--- src/hw/rtl/b64enc_pkg.sv ---
// Shared types, item codes and the standard alphabet for the Base64 stream encoder.
package b64enc_pkg;

   localparam int unsigned KindWidth  = 2;
   localparam int unsigned CharWidth  = 8;
   localparam int unsigned SymWidth   = 6;
   localparam int unsigned AlphaDepth = 64;

   // Input transaction kinds carried on tuser.
   localparam logic [KindWidth-1:0] KIND_DATA    = 2'd0;
   localparam logic [KindWidth-1:0] KIND_FINISH  = 2'd1;
   localparam logic [KindWidth-1:0] KIND_TABLE   = 2'd2;
   localparam logic [KindWidth-1:0] KIND_RESTART = 2'd3;

   // Position within the current three-byte group.
   localparam logic [1:0] PHASE_0 = 2'd0;
   localparam logic [1:0] PHASE_1 = 2'd1;
   localparam logic [1:0] PHASE_2 = 2'd2;

   // What one accepted transaction asks of the output sequencer.
   typedef struct packed {
      logic [1:0] count;       // number of characters to send, 0 to 3
      logic       sec_alpha;   // second character is an alphabet lookup, not a pad
   } plan_type;

   // Standard alphabet: A-Z a-z 0-9 + /
   function automatic logic [CharWidth-1:0] std_char(input logic [SymWidth-1:0] idx);
      logic [CharWidth-1:0] ext;
      logic [CharWidth-1:0] ch;
      ext = {2'b00, idx};
      if (idx < 6'd26) begin
         ch = 8'h41 + ext;
      end else if (idx < 6'd52) begin
         ch = 8'h61 + ext - 8'd26;
      end else if (idx < 6'd62) begin
         ch = 8'h30 + ext - 8'd52;
      end else if (idx == 6'd62) begin
         ch = 8'h2B;
      end else begin
         ch = 8'h2F;
      end
      return ch;
   endfunction

endpackage

--- src/hw/rtl/b64enc_sym_mem.sv ---
// Alphabet memory with one write port, two registered read ports and reset-to-standard valid bits.
module b64enc_sym_mem (
   input  logic                                clock,
   input  logic                                reset,
   input  logic                                wr_en,
   input  logic [b64enc_pkg::SymWidth-1:0]     wr_addr,
   input  logic [b64enc_pkg::CharWidth-1:0]    wr_data,
   input  logic                                rd_en,
   input  logic [b64enc_pkg::SymWidth-1:0]     rd_addr0,
   input  logic [b64enc_pkg::SymWidth-1:0]     rd_addr1,
   output logic [b64enc_pkg::CharWidth-1:0]    rd_char0,
   output logic [b64enc_pkg::CharWidth-1:0]    rd_char1
);

   logic [b64enc_pkg::CharWidth-1:0]  alpha_mem [b64enc_pkg::AlphaDepth];
   logic [b64enc_pkg::AlphaDepth-1:0] valid_ff;
   logic [b64enc_pkg::AlphaDepth-1:0] valid_in;
   logic [b64enc_pkg::CharWidth-1:0]  rd_data0_ff;
   logic [b64enc_pkg::CharWidth-1:0]  rd_data1_ff;
   logic [b64enc_pkg::SymWidth-1:0]   rd_addr0_ff;
   logic [b64enc_pkg::SymWidth-1:0]   rd_addr1_ff;
   logic                              rd_vld0_ff;
   logic                              rd_vld1_ff;

   always_comb begin
      valid_in = valid_ff;
      if (wr_en) begin
         valid_in[wr_addr] = 1'b1;
      end
   end

   always_ff @(posedge clock) begin
      if (reset) begin
         valid_ff <= '0;
      end else begin
         valid_ff <= valid_in;
      end
   end

   always_ff @(posedge clock) begin
      if (wr_en) begin
         alpha_mem[wr_addr] <= wr_data;
      end
      if (rd_en) begin
         rd_data0_ff <= alpha_mem[rd_addr0];
         rd_data1_ff <= alpha_mem[rd_addr1];
         rd_addr0_ff <= rd_addr0;
         rd_addr1_ff <= rd_addr1;
         rd_vld0_ff  <= valid_ff[rd_addr0];
         rd_vld1_ff  <= valid_ff[rd_addr1];
      end
   end

   // An entry never written since reset still holds its standard character.
   assign rd_char0 = rd_vld0_ff ? rd_data0_ff : b64enc_pkg::std_char(rd_addr0_ff);
   assign rd_char1 = rd_vld1_ff ? rd_data1_ff : b64enc_pkg::std_char(rd_addr1_ff);

endmodule

--- src/hw/rtl/b64enc_group.sv ---
// Group state (phase and leftover bits) and the decode of one input transaction.
module b64enc_group (
   input  logic                                clock,
   input  logic                                reset,
   input  logic                                accept,
   input  logic [b64enc_pkg::KindWidth-1:0]    kind,
   input  logic [7:0]                          data_byte,
   input  logic                                pad_on,
   output logic [b64enc_pkg::SymWidth-1:0]     sym0,
   output logic [b64enc_pkg::SymWidth-1:0]     sym1,
   output b64enc_pkg::plan_type                plan
);

   logic [1:0] phase_ff;
   logic [1:0] phase_in;
   logic [3:0] left_ff;
   logic [3:0] left_in;

   always_comb begin
      phase_in       = phase_ff;
      left_in        = left_ff;
      sym0           = data_byte[7:2];
      sym1           = data_byte[5:0];
      plan.count     = 2'd0;
      plan.sec_alpha = 1'b0;
      unique case (kind)
         b64enc_pkg::KIND_DATA: begin
            if (phase_ff == b64enc_pkg::PHASE_1) begin
               sym0       = {left_ff[1:0], data_byte[7:4]};
               plan.count = 2'd1;
               left_in    = data_byte[3:0];
               phase_in   = b64enc_pkg::PHASE_2;
            end else if (phase_ff == b64enc_pkg::PHASE_2) begin
               sym0           = {left_ff, data_byte[7:6]};
               plan.count     = 2'd2;
               plan.sec_alpha = 1'b1;
               left_in        = 4'd0;
               phase_in       = b64enc_pkg::PHASE_0;
            end else begin
               // The unused phase code behaves like the start of a group.
               plan.count = 2'd1;
               left_in    = {2'b00, data_byte[1:0]};
               phase_in   = b64enc_pkg::PHASE_1;
            end
         end
         b64enc_pkg::KIND_FINISH: begin
            if (phase_ff == b64enc_pkg::PHASE_1) begin
               sym0       = {left_ff[1:0], 4'd0};
               plan.count = pad_on ? 2'd3 : 2'd1;
            end else if (phase_ff == b64enc_pkg::PHASE_2) begin
               sym0       = {left_ff, 2'd0};
               plan.count = pad_on ? 2'd2 : 2'd1;
            end
            left_in  = 4'd0;
            phase_in = b64enc_pkg::PHASE_0;
         end
         b64enc_pkg::KIND_TABLE: begin
         end
         b64enc_pkg::KIND_RESTART: begin
            left_in  = 4'd0;
            phase_in = b64enc_pkg::PHASE_0;
         end
         default: begin
         end
      endcase
   end

   always_ff @(posedge clock) begin
      if (reset) begin
         phase_ff <= b64enc_pkg::PHASE_0;
         left_ff  <= 4'd0;
      end else if (accept) begin
         phase_ff <= phase_in;
         left_ff  <= left_in;
      end
   end

endmodule

--- src/hw/rtl/b64enc_emit.sv ---
// Character sequencer for one transaction's results and the registered output stage.
module b64enc_emit (
   input  logic                                clock,
   input  logic                                reset,
   input  logic                                load,
   input  b64enc_pkg::plan_type                plan,
   input  logic [b64enc_pkg::CharWidth-1:0]    char0,
   input  logic [b64enc_pkg::CharWidth-1:0]    char1,
   input  logic [b64enc_pkg::CharWidth-1:0]    pad_char,
   output logic                                can_load,
   output logic                                out_valid,
   input  logic                                out_ready,
   output logic [b64enc_pkg::CharWidth-1:0]    out_char,
   output logic                                out_last
);

   logic [1:0]                        cnt_ff;
   logic [1:0]                        cnt_in;
   logic [1:0]                        pos_ff;
   logic [1:0]                        pos_in;
   logic                              sec_ff;
   logic                              sec_in;
   logic                              out_vld_ff;
   logic                              out_vld_in;
   logic [b64enc_pkg::CharWidth-1:0]  out_char_ff;
   logic                              out_last_ff;
   logic [b64enc_pkg::CharWidth-1:0]  cur_char;
   logic                              move;

   assign move     = (cnt_ff != 2'd0) && (!out_vld_ff || out_ready);
   // A new transaction may enter once the last pending character leaves this cycle.
   assign can_load = (cnt_ff == 2'd0) || ((cnt_ff == 2'd1) && move);

   always_comb begin
      unique case (pos_ff)
         2'd0:    cur_char = char0;
         2'd1:    cur_char = sec_ff ? char1 : pad_char;
         default: cur_char = pad_char;
      endcase
   end

   always_comb begin
      cnt_in     = cnt_ff;
      pos_in     = pos_ff;
      sec_in     = sec_ff;
      out_vld_in = out_vld_ff;
      if (move) begin
         cnt_in     = cnt_ff - 2'd1;
         pos_in     = pos_ff + 2'd1;
         out_vld_in = 1'b1;
      end else if (out_ready) begin
         out_vld_in = 1'b0;
      end
      if (load) begin
         cnt_in = plan.count;
         pos_in = 2'd0;
         sec_in = plan.sec_alpha;
      end
   end

   always_ff @(posedge clock) begin
      if (reset) begin
         cnt_ff     <= 2'd0;
         pos_ff     <= 2'd0;
         sec_ff     <= 1'b0;
         out_vld_ff <= 1'b0;
      end else begin
         cnt_ff     <= cnt_in;
         pos_ff     <= pos_in;
         sec_ff     <= sec_in;
         out_vld_ff <= out_vld_in;
      end
   end

   always_ff @(posedge clock) begin
      if (move) begin
         out_char_ff <= cur_char;
         out_last_ff <= (cnt_ff == 2'd1);
      end
   end

   assign out_valid = out_vld_ff;
   assign out_char  = out_char_ff;
   assign out_last  = out_last_ff;

endmodule

--- src/hw/rtl/base64_stream_encoder_top.sv ---
// Top level of the Base64 stream encoder with programmable alphabet and pad character.
//
// The encoder takes one transaction per cycle on the request channel whenever its character
// buffer is empty or about to empty: data bytes, finish marks, alphabet entry writes and
// restarts. Each data byte yields one character, or two on the third byte of a group, and a
// finish emits the partial group followed by up to two pad characters (none when the pad
// register holds zero). Characters leave one per cycle while rsp_tready holds, through a
// registered response stage, with tlast on the final character of each transaction that
// yields characters, so a byte stream is bound by the one-character output port (4 bytes of
// output per 3 input bytes). The alphabet comes up as the standard set after reset with no
// initialization writes needed; alphabet writes and pad register writes must be issued
// while no characters are pending.
module base64_stream_encoder_top (
   input  logic         clock,
   input  logic         reset,
   input  logic         req_tvalid,
   output logic         req_tready,
   input  logic [23:0]  req_tdata,  // data_byte [7:0], table_index [13:8], table_char [21:14]
   input  logic [1:0]   req_tuser,  // kind [1:0]
   output logic         rsp_tvalid,
   input  logic         rsp_tready,
   output logic [7:0]   rsp_tdata,  // out_char [7:0]
   output logic         rsp_tlast,
   input  logic         csr_wen,
   input  logic [7:0]   csr_wdata
);

   logic                              accept;
   logic [b64enc_pkg::CharWidth-1:0]  pad_ff;
   logic [b64enc_pkg::SymWidth-1:0]   sym0;
   logic [b64enc_pkg::SymWidth-1:0]   sym1;
   logic [b64enc_pkg::CharWidth-1:0]  char0;
   logic [b64enc_pkg::CharWidth-1:0]  char1;
   b64enc_pkg::plan_type              plan;
   logic                              can_load;
   logic                              table_wr;

   assign req_tready = can_load;
   assign accept     = req_tvalid && can_load;
   assign table_wr   = accept && (req_tuser == b64enc_pkg::KIND_TABLE);

   always_ff @(posedge clock) begin
      if (reset) begin
         pad_ff <= 8'h3D;
      end else if (csr_wen) begin
         pad_ff <= csr_wdata;
      end
   end

   b64enc_group u_group (
      .clock     (clock),
      .reset     (reset),
      .accept    (accept),
      .kind      (req_tuser),
      .data_byte (req_tdata[7:0]),
      .pad_on    (pad_ff != 8'd0),
      .sym0      (sym0),
      .sym1      (sym1),
      .plan      (plan)
   );

   b64enc_sym_mem u_sym_mem (
      .clock    (clock),
      .reset    (reset),
      .wr_en    (table_wr),
      .wr_addr  (req_tdata[13:8]),
      .wr_data  (req_tdata[21:14]),
      .rd_en    (accept),
      .rd_addr0 (sym0),
      .rd_addr1 (sym1),
      .rd_char0 (char0),
      .rd_char1 (char1)
   );

   b64enc_emit u_emit (
      .clock     (clock),
      .reset     (reset),
      .load      (accept),
      .plan      (plan),
      .char0     (char0),
      .char1     (char1),
      .pad_char  (pad_ff),
      .can_load  (can_load),
      .out_valid (rsp_tvalid),
      .out_ready (rsp_tready),
      .out_char  (rsp_tdata),
      .out_last  (rsp_tlast)
   );

endmodule
--- config.mk ---
export PLATFORM = sky130hd
export DESIGN_NAME = base64_stream_encoder_top
export DESIGN_NICKNAME = d
export VERILOG_FILES = /design/src/hw/rtl/b64enc_pkg.sv /design/src/hw/rtl/b64enc_sym_mem.sv /design/src/hw/rtl/b64enc_group.sv /design/src/hw/rtl/b64enc_emit.sv /design/src/hw/rtl/base64_stream_encoder_top.sv
export SDC_FILE = /design/constraint.sdc
export NUM_CORES = 1
export LEC_CHECK = 0
export BUFFER_PORTS_ARGS = -buffer_cell sky130_fd_sc_hd__buf_2
export CORE_MARGIN = 1.5
export CORE_UTILIZATION = 63
export CTS_CLUSTER_DIAMETER = 200
export CTS_CLUSTER_SIZE = 25
export DETAILED_ROUTE_END_ITERATION = 10
export PLACE_DENSITY = 0.8
export SETUP_SLACK_MARGIN = 0.3
export SLEW_MARGIN = 40
export SYNTH_ARGS = -nofsm -noshare
export SYNTH_HDL_FRONTEND = slang
export SYNTH_SLANG_ARGS = --single-unit
--- constraint.sdc ---
create_clock -name clock -period 3.8 [get_ports clock]
set_input_delay 0.19 -clock clock [delete_from_list [all_inputs] [get_ports clock]]
set_output_delay 0.19 -clock clock [all_outputs]
set_load 0.02 [all_outputs]
==> run summary, run 1 <==
Yosys top cell by area: edfxtp_1
critical path class: register to register
row cnt: 81
Clock transition at path regs: 0.11 ns
Initial Utilization: 63.61%
die height: 224.9 µm
final setup fails: 0
adder-cell share of the synthesized area: 1.009%
clk buf depth: 3
antenna-violating nets left: 0
Worst Hold Class: primary input to register
NumNets Final: 2236
Synth Area per Inst: 15.12 µm²
WP data arrival: 3.92 ns
largest family of logic cells by synthesized area: multiplexers
Yosys reg bits: 635
hold_sp: req_tdata[1]
Synth Area in XOR/XNOR: 0.2542%
min Tclk post-route: 3.551 ns
grt total ovfl: 0
Ports: 50
Yosys cell types: 76
instance area at placement: 32720 µm²
post-DP HPWL: 57170 µm
routed len/inst: 30.46 µm
post-synthesis compound-gate area fraction: 7.832%
EDFF count, synth: 551
reg2reg path depth: 11
via count of the first global-routing pass: 20320
synthesized netlist net count: 2115
CP Capture Type: register
CTS tree: done
GPL Wtd Cong: 0.9126
simple-gate portion of the synthesized area: 6.299%
top-area cell type share of the netlist area: 53.36%
Place WS: -0.3436 ns
Core ar.: 48750 µm²
startpoint types: register
Worst EP required: 4.17 ns
Lkg Pwr: 11.52 nW
CTS sink cnt: 635
first-pass GRT wire length: 127800 µm
max-slew violations: 0
1st-pass router iterations: 7
Initial DRC Count: 3084
full die area: 50560 µm²
input/output buffers: 47
worst hold endpoint: u_sym_mem.rd_addr1_ff[1]
synth cell count leaders: edfxtp_1 (551), mux2i_1 (212), mux4_2 (193)
Skew-Pair Late Insertion Delay: 0.64 ns
Hold Fails Final Rpt: 0
status: complete, no violations
Max-Slew Margin vs Limit: 39.25%
power density over cell area: 401.4 nW/µm²
Die Wd: 224.9 µm
Cell Area, Synth: 31010 µm²
Max Fanout on Critical Path: 18
Final Instance Area: 34080 µm²
WHS Path Cells: 1
Final WS setup: 0.2486 ns
Gate Count Post-Synth: 2051
Area Overhead vs Synth: 9.894%
R2R Setup Slk: 0.25 ns
Fmax: 0.2816 GHz
reg2reg start: u_group.phase_ff[0]
Async SR Flop Fraction: 0%
number of vias after detailed routing: 20720
Synth area leaders: edfxtp_1 (53%), mux4_2 (14%), mux2i_1 (6.8%), dfxtp_1 (5.4%), nor2_1 (2.0%)
mux contribution to synthesized area: 22.75%
slowest stage delay, CP: 0.64 ns
initial antenna violation count: 5
CTS root buffer: clkbuf_16
Slowest-stage cell, CP: nor4b_1
top-count cell post-synth: edfxtp_1
Peak VDD IR: 0.5283 mV
sequential area share after synthesis: 58.78%
crit path cell chain: inv_1 > ha_1 > or3b_1 > o311ai_4 > nand2_4 > buf_4 > inv_6 > mux2_2 > a222oi_1 > nor4b_1 > nor4_1
period utilization: 93.46%
share of post-route cells with drive strength above 1: 24.51%
Ys Warns: 0
max-cap violations: 0
largest net degree at the start of global routing: 67
GRT Total Usage: 34.57%
Max H-tree Level: 1
drt via density: 7.239
CTS buffer count: 29
skew final: 0.02345 ns
Worst-Margin Slew: 0.9079 ns
# DRC: 0
RSZ-0062 raised after global routing: true
Routed WL: 87180 µm
worst reg2reg endpoint: u_sym_mem.rd_data0_ff[2]
Synth Flop Type: edfxtp_1
[state kept, by name, indices dropped and copies added, names as in the netlist, 2 cells and up]
name,count
pad_ff,8
u_emit.cnt_ff,2
u_emit.out_char,8
u_emit.pos_ff,2
u_group.left_ff,4
u_group.phase_ff,2
u_sym_mem.alpha_mem,512
u_sym_mem.rd_addr0_ff,6
u_sym_mem.rd_addr1_ff,6
u_sym_mem.rd_data0_ff,8
u_sym_mem.rd_data1_ff,8
u_sym_mem.valid_ff,64
[critical path, delay by kind of cell, from the launching register on]
family / cells / cell delay, ns
compound gates: 2 / 0.39
simple gates: 4 / 1.36
mux: 1 / 0.38
buf+inv: 3 / 0.49
flops: 1 / 0.38
fa+ha+maj: 1 / 0.29
[final cells by class]
class                           count  area (µm²)
Timing Repair inverter              1       8.758
Fill cell                        3131       14670
Timing Repair Buffer              240        2018
Antenna cell                        3       7.507
Sequential cell                   635       18230
Multi-Input combinational cell   1237       12020
Tap cell                          664       830.8
Inverter                           28       122.6
Clock inverter                      2       25.02
Clock buffer                       52       812.0
[through the flow]
step                power (mW)  setup TNS, ns  util [%]  hold slack (ns)  std cells
floorplan                9.298              0         -           0.2889       2051
global route             14.04              0     69.89         0.006383       2860
detailed placement       10.05        -0.6526     67.12           0.4042       2778
CTS                      13.60              0     69.60         0.006371       2857
finish                   13.68              0     69.90          0.01860       2862
global placement         10.01        -0.3024     67.04           0.3991       2778
[timing repair]
action | in CTS | in global routing
cloned | 2 | 1
endpoints found under the setup margin | 9 | 9
pin swaps | 2 | 2
setup buffers | 0 | 1
endpoints found under the hold margin | 18 | 0
hold buffers | 23 | 0
resized for setup | 19 | 17
[placed cells by master, fill, tap and decap left out, types with 6 or more instances in the layout]
cell	Yosys	layout
mux2_2	51	51
dlygate4sd3_1	0	23
nand2b_1	13	13
o211ai_1	7	7
mux4_2	193	193
buf_2	27	37
o2111ai_1	16	16
inv_1	24	24
nor4_1	23	15
nor4b_1	16	10
dfxtp_1	84	83
nand3_1	12	12
edfxtp_1	551	551
nor4b_2	1	6
a211oi_1	17	17
nand2_1	41	40
o221ai_1	20	20
o21ai_0	53	53
a211o_1	8	8
and3_1	30	30
xnor2_1	7	7
o22ai_1	64	64
a21boi_0	20	20
clkbuf_16	0	30
nor3_1	12	9
a21oi_1	99	98
ha_1	25	23
mux2i_1	212	212
nor3_2	3	6
a22oi_1	7	7
a222oi_1	16	16
nand3b_1	8	8
nor2b_1	18	18
buf_4	6	159
buf_12	5	13
clkbuf_1	72	23
and2_1	9	8
nor2_1	167	165
[kinds of logic (layout without fill, tap and decap cells)]
logic type | Yosys count | count (layout)
buffers and inverters | 179 | 323
XOR/XNOR | 9 | 9
AO/OA/AOI/OAI | 365 | 365
adder cells (fa/ha/maj) | 25 | 25
multiplexers | 457 | 457
other | 0 | 3
AND/OR/NAND/NOR | 381 | 381
flip-flops | 635 | 635
[layer usage]
layer	global-route usage [%]	wire length (µm)
met2	55.87	41810
met1	44.86	30530
met5	0	33
met4	16.22	4653
met3	7.864	10150
[how the worst max path moves through the flow]
stage	start	endpoint	slack [ns]	cells after the start
global placement	u_group.phase_ff[1]	u_sym_mem.rd_data0_ff[0]	-0.24	13
floorplan	u_emit.cnt_ff[0]	u_sym_mem.alpha_mem[12][0]	0.77	10
finish	u_group.phase_ff[0]	u_sym_mem.rd_data0_ff[2]	0.25	11
detailed placement	u_group.phase_ff[1]	u_sym_mem.rd_data0_ff[0]	-0.34	13
global route	u_group.phase_ff[1]	u_sym_mem.rd_data0_ff[2]	0.15	11
CTS	u_group.phase_ff[0]	u_sym_mem.rd_data0_ff[7]	0.27	10
[power by group]
part | leakage, nW | switching [mW] | internal, mW
combinational | 5.47 | 1.30 | 0.875
clock | 0.396 | 2.16 | 1.47
sequential | 5.65 | 0.132 | 7.73
(Power assumes the default switching activity.)
==> run 2, diff against run 1 <==
- RECOVER_POWER: not set -> 25
==> run summary, run 2 (synthesized netlist as in run 1, its figures left out) <==
status: finished, violations left
failing checks: max-capacitance violations, max-slew violations
Net Switching: 3.606 mW
startpoint types: register
# DRC: 0
min Tclk post-route: 3.547 ns
die height: 224.9 µm
grt total ovfl: 0
number of vias after detailed routing: 20690
post-DP HPWL: 57170 µm
fill count: 3131
via count of the first global-routing pass: 20320
Worst Hold Class: primary input to register
Die Wd: 224.9 µm
most frequent cells in the layout: edfxtp_1 (551), mux2i_1 (212), mux4_2 (193)
Max Fanout on Critical Path: 18
max FFs per register: 512
Clock transition at path regs: 0.11 ns
period utilization: 93.35%
Largest regs: u_sym_mem.alpha_mem (512), u_sym_mem.valid_ff (64)
CP Capture Type: register
Reg power frac: 57.5%
Max H-tree Level: 1
Biggest register: u_sym_mem.alpha_mem
GRT Total Usage: 34.57%
row cnt: 81
Hold Fails Final Rpt: 0
antenna-violating nets left: 0
routed len/inst: 30.48 µm
initial antenna violation count: 5
Max-Slew Margin vs Limit: -85.06%
Worst-Margin Slew: 2.776 ns
clock network power share: 26.6%
Routed WL: 87220 µm
total placed cells including tap cells: 2778
CTS buffer count: 29
Peak VDD IR: 0.5298 mV
CTS root buffer: clkbuf_16
total chip power: 13.69 mW
NumNets Final: 2236
share of post-route cells with drive strength above 1: 24.10%
Fmax: 0.2819 GHz
fin cells: 2862
Initial Utilization: 63.61%
Ports: 50
most common cell after layout, fill and taps aside: edfxtp_1
1st-pass router iterations: 6
CTS sink cnt: 635
first-pass GRT wire length: 127800 µm
power density over cell area: 402.1 nW/µm²
Internal: 10.08 mW
max-cap violations: 6
CTS tree: done
Lkg Pwr: 11.49 nW
drt via density: 7.229
input/output buffers: 47
max-slew violations: 390
clk buf depth: 3
WP data arrival: 3.92 ns
critical path class: register to register
skew final: 0.02385 ns
full die area: 50560 µm²
RSZ-0062 raised after global routing: true
final setup fails: 0
largest net degree at the start of global routing: 67
Worst EP required: 4.17 ns
Logic pwr share: 15.9%
Initial DRC Count: 3097
GPL Wtd Cong: 0.9126
Area Overhead vs Synth: 9.793%
Core ar.: 48750 µm²
Skew-Pair Late Insertion Delay: 0.64 ns
Net Sw Frac: 26.34%
[run 2: power groups by stage]
stage / clock network, mW / logic, mW / registers (mW)
final: 3.64 / 2.18 / 7.87
after detailed placement: 0 / 2.04 / 8.02
after floorplan: 0 / 1.31 / 7.99
after global placement: 0 / 1.99 / 8.02
after CTS: 3.65 / 2.10 / 7.86
after global routing: 3.87 / 2.29 / 7.89
[run 2: path summary, 6_finish.rpt]
check,start,to,slack (ns),cells after the start
setup / recovery,u_group.phase_ff[0],u_sym_mem.rd_data0_ff[2],0.25,11
hold / removal,req_tdata[1],u_sym_mem.rd_addr1_ff[1],0.02,1
setup reg to reg,u_group.phase_ff[0],u_sym_mem.rd_data0_ff[2],0.25,11
hold reg to reg,u_sym_mem.valid_ff[43],u_sym_mem.valid_ff[43],0.50,2
[run 2: final cells by class]
class | instances | area, µm² | share of cell area, %
Inverter | 28 | 122.6 | 0.3602
Multi-Input combinational cell | 1237 | 12020 | 35.31
Antenna cell | 3 | 7.507 | 0.02205
Tap cell | 664 | 830.8 | 2.440
Sequential cell | 635 | 18230 | 53.54
Clock buffer | 52 | 812.0 | 2.385
Timing Repair inverter | 1 | 8.758 | 0.02573
Clock inverter | 2 | 25.02 | 0.07350
Timing Repair Buffer | 240 | 1987 | 5.836
[run 2: metal layers]
layer	part of all wire, %	vias to the layer above	wire (µm)	track usage (%)
met1	35	10420	30800	44.86
met2	48	1456	41700	55.87
li1	-	8525	-	-
met3	11	287	10020	7.864
met4	5.4	6	4668	16.22
met5	0.038	-	33	0
[run 2: what timing repair did]
item,4_1_cts,5_1_grt
hold endpoints to repair,18,0
hold buffers,23,0
buffers inserted,0,1
resized for setup,19,17
setup endpoints to repair,9,9
pin swaps,2,2
cloned,2,1
[run 2: worst max-delay path: stages (launching register included)]
cell,delay [ns]
dfxtp_2,0.38
inv_1,0.08
ha_1,0.29
or3b_1,0.42
o311ai_4,0.10
nand2_4,0.16
buf_4,0.20
inv_6,0.21
mux2_2,0.38
a222oi_1,0.29
nor4b_1,0.63
nor4_1,0.14
[run 2: through the flow]
stage | cell area, µm² | setup WS (ns) | setup TNS (ns) | util (%) | hold WS (ns)
after floorplan | 31010 | 0.7724 | 0 | - | 0.2889
after global placement | 32680 | -0.2434 | -0.3024 | 67.04 | 0.3991
after detailed placement | 32720 | -0.3436 | -0.6526 | 67.12 | 0.4042
after CTS | 33930 | 0.2698 | 0 | 69.60 | 0.006371
after global routing | 34040 | 0.1533 | 0 | 69.83 | 0.006383
final | 34050 | 0.2528 | 0 | 69.84 | 0.01718
